==> src/hdl/lgb_pkg.sv <==
package lgb_pkg;

	localparam int NUM_GENERATORS = 16;
	localparam int GEN_W = (NUM_GENERATORS > 1) ? $clog2(NUM_GENERATORS) : 1;

	localparam int SEED_W = 31;
	localparam int MULT_W = 15;
	localparam int PROD_W = SEED_W + MULT_W;
	localparam logic [MULT_W-1:0] LCG_MULT = 15'd16807;
	localparam logic [31:0] LCG_MOD = 32'h7FFF_FFFF;

	localparam int DIV_STEPS = SEED_W;
	localparam int CNT_W = $clog2(DIV_STEPS);

	localparam int KIND_W = 2;
	localparam logic [KIND_W-1:0] KIND_DRAW  = 2'd0;
	localparam logic [KIND_W-1:0] KIND_RANGE = 2'd1;
	localparam logic [KIND_W-1:0] KIND_SWAP  = 2'd2;
	localparam logic [KIND_W-1:0] KIND_READ  = 2'd3;

	localparam int ERR_W = 3;
	localparam logic [ERR_W-1:0] ERR_OK         = 3'd0;
	localparam logic [ERR_W-1:0] ERR_GEN        = 3'd1;
	localparam logic [ERR_W-1:0] ERR_SEED       = 3'd2;
	localparam logic [ERR_W-1:0] ERR_RANGE_ZERO = 3'd3;
	localparam logic [ERR_W-1:0] ERR_RANGE_NEG  = 3'd4;

	localparam int IN_DATA_W = 72;
	localparam int OUT_DATA_W = 40;

	typedef struct packed {
		logic accept;
		logic mul;
		logic fold;
		logic div_step;
		logic finish;
	} lgb_cmd_t;

	typedef struct packed {
		logic             error;
		logic [KIND_W-1:0] kind;
		logic             div_last;
		logic             out_busy;
	} lgb_stat_t;

endpackage

==> src/hdl/lgb_ctrl.sv <==
module lgb_ctrl import lgb_pkg::*; (
	input  logic      clk,
	input  logic      arst_n,
	input  logic      s_tvalid,
	output logic      s_tready,
	input  lgb_stat_t stat,
	output lgb_cmd_t  cmd
);

	localparam logic [2:0] ST_IDLE = 3'd0;
	localparam logic [2:0] ST_MUL  = 3'd1;
	localparam logic [2:0] ST_FOLD = 3'd2;
	localparam logic [2:0] ST_DIV  = 3'd3;
	localparam logic [2:0] ST_FIN  = 3'd4;

	logic [2:0] state_q;
	logic [2:0] state_d;

	assign s_tready = (state_q == ST_IDLE);

	always_comb begin
		state_d = state_q;
		cmd = '0;
		case (state_q)
			ST_IDLE: begin
				if (s_tvalid) begin
					cmd.accept = 1'b1;
					state_d = ST_MUL;
				end
			end
			ST_MUL: begin
				// Only draws need the generator step; everything else goes straight out.
				if (stat.error || stat.kind == KIND_SWAP || stat.kind == KIND_READ) begin
					state_d = ST_FIN;
				end else begin
					cmd.mul = 1'b1;
					state_d = ST_FOLD;
				end
			end
			ST_FOLD: begin
				cmd.fold = 1'b1;
				state_d = (stat.kind == KIND_RANGE) ? ST_DIV : ST_FIN;
			end
			ST_DIV: begin
				cmd.div_step = 1'b1;
				if (stat.div_last) begin
					state_d = ST_FIN;
				end
			end
			ST_FIN: begin
				if (!stat.out_busy) begin
					cmd.finish = 1'b1;
					state_d = ST_IDLE;
				end
			end
			default: begin
				state_d = ST_IDLE;
			end
		endcase
	end

	always_ff @(posedge clk or negedge arst_n) begin
		if (!arst_n) begin
			state_q <= ST_IDLE;
		end else begin
			state_q <= state_d;
		end
	end

endmodule

==> src/hdl/lgb_dpath.sv <==
module lgb_dpath import lgb_pkg::*; (
	input  logic                  clk,
	input  logic                  arst_n,
	input  logic [IN_DATA_W-1:0]  s_tdata,
	input  logic [KIND_W-1:0]     s_tuser,
	output logic                  m_tvalid,
	input  logic                  m_tready,
	output logic [OUT_DATA_W-1:0] m_tdata,
	input  lgb_cmd_t              cmd,
	output lgb_stat_t             stat
);

	logic [7:0]  in_gen;
	logic [31:0] in_seed;
	logic [31:0] in_range;
	logic        in_gen_ok;
	logic [GEN_W-1:0] in_idx;
	logic [ERR_W-1:0] in_err;

	logic [SEED_W-1:0] seed_bank_q [NUM_GENERATORS];

	logic [KIND_W-1:0] kind_q;
	logic [ERR_W-1:0]  err_q;
	logic [GEN_W-1:0]  idx_q;
	logic [SEED_W-1:0] new_seed_q;
	logic [31:0]       range_q;
	logic [SEED_W-1:0] val_q;
	logic [PROD_W-1:0] prod_q;
	logic [31:0]       rem_q;
	logic [SEED_W-1:0] dvd_q;
	logic [CNT_W-1:0]  cnt_q;

	logic [31:0]       fold_sum;
	logic [SEED_W-1:0] folded;
	logic [31:0]       trial;
	logic [SEED_W-1:0] out_val;

	logic                  m_tvalid_q;
	logic [OUT_DATA_W-1:0] m_tdata_q;

	assign in_gen   = s_tdata[7:0];
	assign in_seed  = s_tdata[39:8];
	assign in_range = s_tdata[71:40];
	assign in_gen_ok = (9'(in_gen) < 9'(NUM_GENERATORS));
	assign in_idx = in_gen_ok ? in_gen[GEN_W-1:0] : '0;

	// A ranged draw checks the range before the generator index.
	always_comb begin
		in_err = ERR_OK;
		case (s_tuser)
			KIND_RANGE: begin
				if (in_range == 32'd0) begin
					in_err = ERR_RANGE_ZERO;
				end else if (in_range[31]) begin
					in_err = ERR_RANGE_NEG;
				end else if (!in_gen_ok) begin
					in_err = ERR_GEN;
				end
			end
			KIND_SWAP: begin
				if (!in_gen_ok) begin
					in_err = ERR_GEN;
				end else if (in_seed == 32'd0 || in_seed[31] || in_seed == LCG_MOD) begin
					in_err = ERR_SEED;
				end
			end
			default: begin
				if (!in_gen_ok) begin
					in_err = ERR_GEN;
				end
			end
		endcase
	end

	// 2^31 == 1 modulo 2^31-1, so the high part of the product folds onto the low part.
	assign fold_sum = {1'b0, prod_q[SEED_W-1:0]} + 32'(prod_q[PROD_W-1:SEED_W]);
	always_comb begin
		if (fold_sum >= LCG_MOD) begin
			folded = SEED_W'(fold_sum - LCG_MOD);
		end else begin
			folded = fold_sum[SEED_W-1:0];
		end
	end

	assign trial = {rem_q[30:0], dvd_q[SEED_W-1]};

	always_comb begin
		if (err_q != ERR_OK) begin
			out_val = '0;
		end else if (kind_q == KIND_RANGE) begin
			out_val = rem_q[SEED_W-1:0];
		end else begin
			out_val = val_q;
		end
	end

	always_ff @(posedge clk) begin
		if (cmd.accept) begin
			kind_q     <= s_tuser;
			err_q      <= in_err;
			idx_q      <= in_idx;
			new_seed_q <= in_seed[SEED_W-1:0];
			range_q    <= in_range;
			val_q      <= seed_bank_q[in_idx];
		end
		if (cmd.mul) begin
			prod_q <= PROD_W'(val_q) * PROD_W'(LCG_MULT);
		end
		if (cmd.fold) begin
			val_q <= folded;
			dvd_q <= folded;
			rem_q <= '0;
			cnt_q <= '0;
		end
		if (cmd.div_step) begin
			rem_q <= (trial >= range_q) ? (trial - range_q) : trial;
			dvd_q <= {dvd_q[SEED_W-2:0], 1'b0};
			cnt_q <= cnt_q + CNT_W'(1);
		end
		if (cmd.finish) begin
			m_tdata_q <= OUT_DATA_W'({err_q, out_val});
		end
	end

	always_ff @(posedge clk or negedge arst_n) begin
		if (!arst_n) begin
			for (int i = 0; i < NUM_GENERATORS; i++) begin
				seed_bank_q[i] <= SEED_W'(1);
			end
		end else if (cmd.fold) begin
			seed_bank_q[idx_q] <= folded;
		end else if (cmd.finish && kind_q == KIND_SWAP && err_q == ERR_OK) begin
			seed_bank_q[idx_q] <= new_seed_q;
		end
	end

	always_ff @(posedge clk or negedge arst_n) begin
		if (!arst_n) begin
			m_tvalid_q <= 1'b0;
		end else if (cmd.finish) begin
			m_tvalid_q <= 1'b1;
		end else if (m_tready) begin
			m_tvalid_q <= 1'b0;
		end
	end

	assign m_tvalid = m_tvalid_q;
	assign m_tdata  = m_tdata_q;

	assign stat.error    = (err_q != ERR_OK);
	assign stat.kind     = kind_q;
	assign stat.div_last = (cnt_q == CNT_W'(DIV_STEPS - 1));
	assign stat.out_busy = m_tvalid_q && !m_tready;

endmodule

==> src/hdl/lehmer_generator_bank_top.sv <==
// Channel  | Direction | Signals                             | Contents
// request  | in        | s_tvalid s_tready s_tdata s_tuser   | kind, generator, seed, range
// result   | out       | m_tvalid m_tready m_tdata           | value, error code
//
// A read, a swap or any error skips the multiply and goes from acceptance to the finish
// state; a full draw first multiplies and then folds, and a ranged draw then runs the
// restoring divider, one quotient bit per cycle, before it finishes.
// Reset returns the controller to idle and sets every seed to 1.
// A result waits in the output register while the next request is taken; a request
// finishing while that register is still held stalls until the result is taken.
module lehmer_generator_bank_top import lgb_pkg::*; (
	input  logic                  clk,
	input  logic                  arst_n,
	input  logic                  s_tvalid,
	output logic                  s_tready,
	// generator [7:0], seed_value [39:8], range_limit [71:40]
	input  logic [IN_DATA_W-1:0]  s_tdata,
	// kind [1:0]
	input  logic [KIND_W-1:0]     s_tuser,
	output logic                  m_tvalid,
	input  logic                  m_tready,
	// value [30:0], error_code [33:31], zero [39:34]
	output logic [OUT_DATA_W-1:0] m_tdata
);

	lgb_cmd_t  cmd;
	lgb_stat_t stat;

	lgb_ctrl u_ctrl (
		.clk      (clk),
		.arst_n   (arst_n),
		.s_tvalid (s_tvalid),
		.s_tready (s_tready),
		.stat     (stat),
		.cmd      (cmd)
	);

	lgb_dpath u_dpath (
		.clk      (clk),
		.arst_n   (arst_n),
		.s_tdata  (s_tdata),
		.s_tuser  (s_tuser),
		.m_tvalid (m_tvalid),
		.m_tready (m_tready),
		.m_tdata  (m_tdata),
		.cmd      (cmd),
		.stat     (stat)
	);

endmodule
==> config.mk <==
export PLATFORM = sky130hd
export DESIGN_NAME = lehmer_generator_bank_top
export DESIGN_NICKNAME = d
export VERILOG_FILES = /design/src/hdl/lgb_pkg.sv /design/src/hdl/lgb_ctrl.sv /design/src/hdl/lgb_dpath.sv /design/src/hdl/lehmer_generator_bank_top.sv
export SDC_FILE = /design/constraint.sdc
export NUM_CORES = 2
export LEC_CHECK = 0
export CAP_MARGIN = 5
export CORE_ASPECT_RATIO = 1.25
export CORE_MARGIN = 1
export CORE_UTILIZATION = 50
export DETAILED_ROUTE_END_ITERATION = 10
export DONT_BUFFER_PORTS = 1
export GPL_ROUTABILITY_DRIVEN = 0
export MAX_ROUTING_LAYER = met4
export PLACE_DENSITY = 0.68
export SYNTH_ARGS = -nofsm -noshare
export SYNTH_HDL_FRONTEND = slang
export SYNTH_SLANG_ARGS = --single-unit
==> constraint.sdc <==
create_clock -name clk -period 6.45 [get_ports clk]
set_clock_uncertainty 0.15 [all_clocks]
set_input_delay 1.6125 -clock clk [delete_from_list [all_inputs] [get_ports clk]]
set_output_delay 1.6125 -clock clk [all_outputs]
set_load 0.005 [all_outputs]
# Yosys cells after proc, flatten, opt, wreduce, memory -nomap -nowiden
# Cells that the tools add are included.
# totals
reg_bits	750
latch_bits	0
ramBits	0
rom_bits	0
inputBits	78
out_inout_bits	42
wordCells	120
n_memories	0
# classes
add_sub_neg	4
multipliers	1
div_mod_pow	0
magnitude_cmp	6
n_eq_ne	14
n_shift	0
muxes	43
bitwise	2
reduce_logical	19
# ops
op	n
$bwmux 496	2
$mux 496	2
$mux 31	12
$bmux 31 s4	1
$demux 31 s4	1
$logic_not 32->1	2
$mul 31x15->46 const B	1
$add 31x15->32	1
$eq 32x31->1 const B	1
$ge 32x31->1 const B	1
$ge 32x32->1	1
$sub 31x31->31	1
$sub 31x31->31 const B	1
$mux 3	8
$pmux 3 s5	1
$mux 1	11
$ge 5x5->1 const B	2
$mux 5	2
$not 4->5	2
$lt 8x5->1 const B	1
$reduce_bool 2->1	4
$eq 2x2->1 const B	3
$eq 3x2->1 const B	2
$logic_not 3->1	2
other kinds (15)	24

# Logic depth before layout (Yosys ltp)
# depth
word_depth	8
ltp_mapped	23
ltp_nobuf	23

# By module
# From an unflattened synthesis, not the netlist that was laid out.
# unflattened
cells_unflattened	4559
hier_area_um2	44838.0
# by_module_without_submodules
mod	n_inst	cells_each	area_per_inst_um2	seq_area_each_um2
lgb_dpath	1	4533	44576.5	19954.1
lgb_ctrl	1	26	261.5	75.1

# Least setup slack after synthesis
# OpenSTA, ideal clock, no wires.
# synth_path
path_type	register to register
startpoint	register u_dpath.val_q[14]
endpoint	register u_dpath.prod_q[45] (data pin)
setup_ns	0.255
t_arrival_ns	5.790
required_time_ns	6.045
setup_slack_ns	0.256
stages_incl_launch_ff	24
path_buffers	0
period_less_slack_ns	6.194
path_cell_list	edfxtp_1 > inv_1 > fa_1 > inv_1 > ha_1 > inv_1 > fa_1 > inv_1 > fa_1 > fa_1 > inv_1 > fa_1 > inv_1 > ha_1 > a21oi_1 > o21ai_0 > o41a_1 > a221o_1 > nor2_1 > or3_1 > a31oi_1 > a41o_1 > o41a_1 > and2_1
# synth_between
elab_chain_len	1
# synth_lines
element	line_no	rtl
start: declaration	lgb_dpath.sv:27	logic [SEED_W-1:0] val_q;
start signal: assignment	lgb_dpath.sv:104	val_q <= seed_bank_q[in_idx];
start signal: assignment	lgb_dpath.sv:110	val_q <= folded;
$mul 31x15->46	lgb_dpath.sv:107	prod_q <= PROD_W'(val_q) * PROD_W'(LCG_MULT);
end signal: assignment	lgb_dpath.sv:107	
end: declaration	lgb_dpath.sv:28	logic [PROD_W-1:0] prod_q;
# Every way passes these cells.
# A chain may end at the register's enable or synchronous reset.

# Final worst setup path
# Same ends and word-level chain as after synthesis.

==> results.py <==
metrics = {
    "global_routing": {
        "grt.total_usage": 0.286,
        "grt_antenna_before_repair": 7,
        "grt_pass1_vias": 32381,
        "grt-ovfl-total": 0,
        "grt_first_pass_wirelength_um": 191000,
        "grt_max_degree": 501,
    },
    "clock_tree": {
        "cts_tree": "yes",
        "clk_root_buffer_cell": "sky130_fd_sc_hd__clkbuf_16",
        "cts.clk_slew.worst_paths_ps": 60,
        "clk-insertion-delay-late_ps": 670,
        "clock_tree.htree_level_count": 3,
        "cts-buffers-inserted": 80,
        "cts-hold-fix-buffers": 0,
        "cts.sink_count": 750,
        "cts_max_path_buffers": 3,
    },
    "timing": {
        "layout_worst_path_cycle_share": 0.968,
        "post-route-min-period_ps": 6250,
        "max_freq_ghz": 0.160,
        "slew_headroom": 0.137,
        "hold_viol_final": 0,
        "finalMaxSlewViolations": 0,
        "worst_pin_slew_ps": 1290,
        "finalSetupViolCount": 0,
    },
    "cells_and_area": {
        "share_of_final_layout_standard_cells_stronger_than_drive_strength_1": 0.135,
        "fillers": 7517,
        "nets": 4778,
        "syn2layout_area_growth_pct": 9.33,
        "layout.cells.most_common": "sky130_fd_sc_hd__nand2_1",
        "commonest_cells_after_routing_fill_and_taps_aside": "sky130_fd_sc_hd__nand2_1 (654), sky130_fd_sc_hd__dfrtp_1 (484), sky130_fd_sc_hd__o21ai_0 (450), sky130_fd_sc_hd__inv_1 (337), sky130_fd_sc_hd__a21oi_1 (257)",
        "post-route-util": 0.555,
    },
    "logic_synthesis": {
        "synth.yosys.seq_area_share": 0.450,
        "ys_dominant_reg_cell": "sky130_fd_sc_hd__dfrtp_1",
        "synthArstFlopShare": 0.667,
        "synth_cells": 4395,
        "syn-cell-area_um2": 44500,
        "synth_enable_flop_cells": 249,
        "syn_area_per_cell_um2": 10.1,
        "postSynthRegisterBits": 750,
        "synth_cell_type_count": 105,
        "ys.warnings.count": 0,
    },
    "setup_path": {
        "timing.critical_path.max_delay_family": "adder cells",
        "cp_cell_sequence": "inv_2 -> fa_1 -> inv_1 -> ha_1 -> inv_1 -> fa_1 -> inv_1 -> fa_1 -> fa_1 -> inv_1 -> fa_1 -> inv_1 -> ha_1 -> a21oi_2 -> o21ai_1 -> o41a_1 -> a221o_1 -> nor2_2 -> or3_4 -> a31oi_1 -> a41o_1 -> o41a_1 -> and2_1",
        "cp_data_required_time_ps": 6710,
        "startpoint_type": "register",
        "path_class": "reg2reg",
        "worst-endpoint-arrival_ps": 6500,
        "cp_slowest_cell": "sky130_fd_sc_hd__fa_1",
        "timing.critical_path.fanout_max": 3,
        "worst_setup_path_end_kind": "register",
        "timing.critical_path.buf_inv": 6,
        "timing.critical_path.slowest_cell_delay_ps": 540,
    },
    "detailed_routing": {
        "wl_um": 124000,
        "detail_route.iter0.violations": 3028,
        "drt-vias-per-instance": 5.90,
        "firstDrtPassIters": 5,
        "detail-route-antenna-nets": 0,
        "drt-wirelength-per-cell_um": 22.2,
        "drc": 0,
        "via_count": 32830,
    },
    "floorplanning": {
        "fp-row-count": 121,
        "die-area_um2": 90200,
        "floorplan.initialDensity": 0.508,
        "die_width_um": 269,
        "die_h_um": 336,
        "ports": 120,
        "fp.coreArea_um2": 87700,
    },
    "job": {
        "maxCapViolCount": 0,
    },
    "placement": {
        "hpwl_um": 84200,
        "place.port_buffers": 0,
    },
    "run_status": {
        "outcome": "finished, final reports clean",
    },
    "min_path": {
        "worst_hold_path_type": "reg2reg",
    },
}
==> synth_stat cells, drive strengths merged (29+ instances only) <==
cell type	number	area share
a21o	32	0.0054
a21oi	261	0.030
a31oi	37	0.0057
and2	34	0.0048
and3	65	0.0091
buf	49	0.0064
clkbuf	217	0.018
dfrtp	484	0.27
edfxtp	249	0.17
fa	135	0.061
ha	239	0.067
inv	343	0.029
mux2	215	0.054
mux2i	92	0.021
nand2	667	0.056
nand3	58	0.0065
nor2	157	0.013
nor3	51	0.0058
o21ai	485	0.055
o221ai	29	0.0057
o31ai	36	0.0069
xnor2	57	0.011
xor2	29	0.0057
==> what timing repair did <==
action | CTS | global route
gates resized for setup | 0 | 19
setup endpoints to repair | 0 | 11
endpoints found under the hold margin | 0 | 0
setup buffers | 0 | 2
==> registers in the layout, summed over array words and instances (netlist names), 2 cells and up <==
name / count
u_dpath.rem_q: 31
u_dpath.val_q: 31
u_dpath.kind_q: 2
u_dpath.cnt_q: 5
u_dpath.prod_q: 46
u_dpath.m_tdata: 34
u_dpath.range_q: 32
u_ctrl.state_q: 3
u_dpath.dvd_q: 31
u_dpath.err_q: 3
u_dpath.idx_q: 4
u_dpath.seed_bank_q: 496
u_dpath.new_seed_q: 31
==> worst reg2reg max path: stages, from the launching register on <==
cell                       delay (ps)
sky130_fd_sc_hd__edfxtp_1         360
sky130_fd_sc_hd__inv_2             70
sky130_fd_sc_hd__fa_1             540
sky130_fd_sc_hd__inv_1             40
sky130_fd_sc_hd__ha_1             260
sky130_fd_sc_hd__inv_1             50
sky130_fd_sc_hd__fa_1             490
sky130_fd_sc_hd__inv_1             50
sky130_fd_sc_hd__fa_1             520
sky130_fd_sc_hd__fa_1             510
sky130_fd_sc_hd__inv_1             50
sky130_fd_sc_hd__fa_1             480
sky130_fd_sc_hd__inv_1             40
sky130_fd_sc_hd__ha_1             290
sky130_fd_sc_hd__a21oi_2          140
sky130_fd_sc_hd__o21ai_1          100
sky130_fd_sc_hd__o41a_1           410
sky130_fd_sc_hd__a221o_1          340
sky130_fd_sc_hd__nor2_2           140
sky130_fd_sc_hd__or3_4            140
sky130_fd_sc_hd__a31oi_1           90
sky130_fd_sc_hd__a41o_1           220
sky130_fd_sc_hd__o41a_1           340
sky130_fd_sc_hd__and2_1           170
==> final timing paths <==
check                                        from                        to  slack, ps  depth (start not counted)
worst min-delay path             u_dpath.err_q[1]       u_dpath.m_tdata[32]        300                          0
worst min register to register   u_dpath.err_q[1]       u_dpath.m_tdata[32]        300                          0
max in group asynchronous                  arst_n  u_dpath.seed_bank_q[196]       4600                          0
worst max register to register  u_dpath.val_q[14]        u_dpath.prod_q[45]        200                         23
min in group asynchronous                  arst_n  u_dpath.seed_bank_q[150]        550                          0
worst max-delay path            u_dpath.val_q[14]        u_dpath.prod_q[45]        200                         23
==> metrics by stage <==
stage,hold slack (ps),setup TNS (ps),std cells,setup slack [ps],instance area (um2)
finish,305,0,5565,205,48600
global route,323,-6.00,5564,-6.00,48600
CTS,299,0,5558,81.5,48600
detailed placement,284,0,5410,129,45800
global placement,278,0,5410,178,45800
floorplan,267,0,4400,256,44500
==> final cells by class <==
cell class,count,area [um2],area share
multi-input cells,3039,22300,0.457
flip-flops and latches,750,20000,0.412
clock buffers,115,2370,0.0486
well taps,1168,1460,0.0300
inverters,345,1300,0.0266
repair buffers,110,851,0.0175
clock inverters,33,377,0.00774
diodes,5,12.5,0.000257
==> cell families (layout without fill, tap and decap cells) <==
kind of cell / Yosys count / in the layout / synth area share
AO/OA/AOI/OAI: 1065 / 1065 / 0.144
multiplexers: 334 / 334 / 0.0889
other: 1 / 11 / 0.0000843
adder cells (fa/ha/maj): 374 / 374 / 0.128
flip-flops: 750 / 750 / 0.450
buffers and inverters: 611 / 603 / 0.0538
XOR/XNOR: 86 / 86 / 0.0169
AND/OR/NAND/NOR: 1174 / 1174 / 0.118
==> per-layer routing <==
layer / up-vias / share of wire / track usage
met3: 288 / 0.072 / 0.0550
met5: - / 0 / -
li1: 15272 / - / -
met4: 0 / 0.042 / 0.116
met2: 1156 / 0.49 / 0.467
met1: 16114 / 0.40 / 0.348
Power is left out: the tool's default activity adds up to more than one toggle a clock period on the data nets, which glitch-free logic cannot reach.
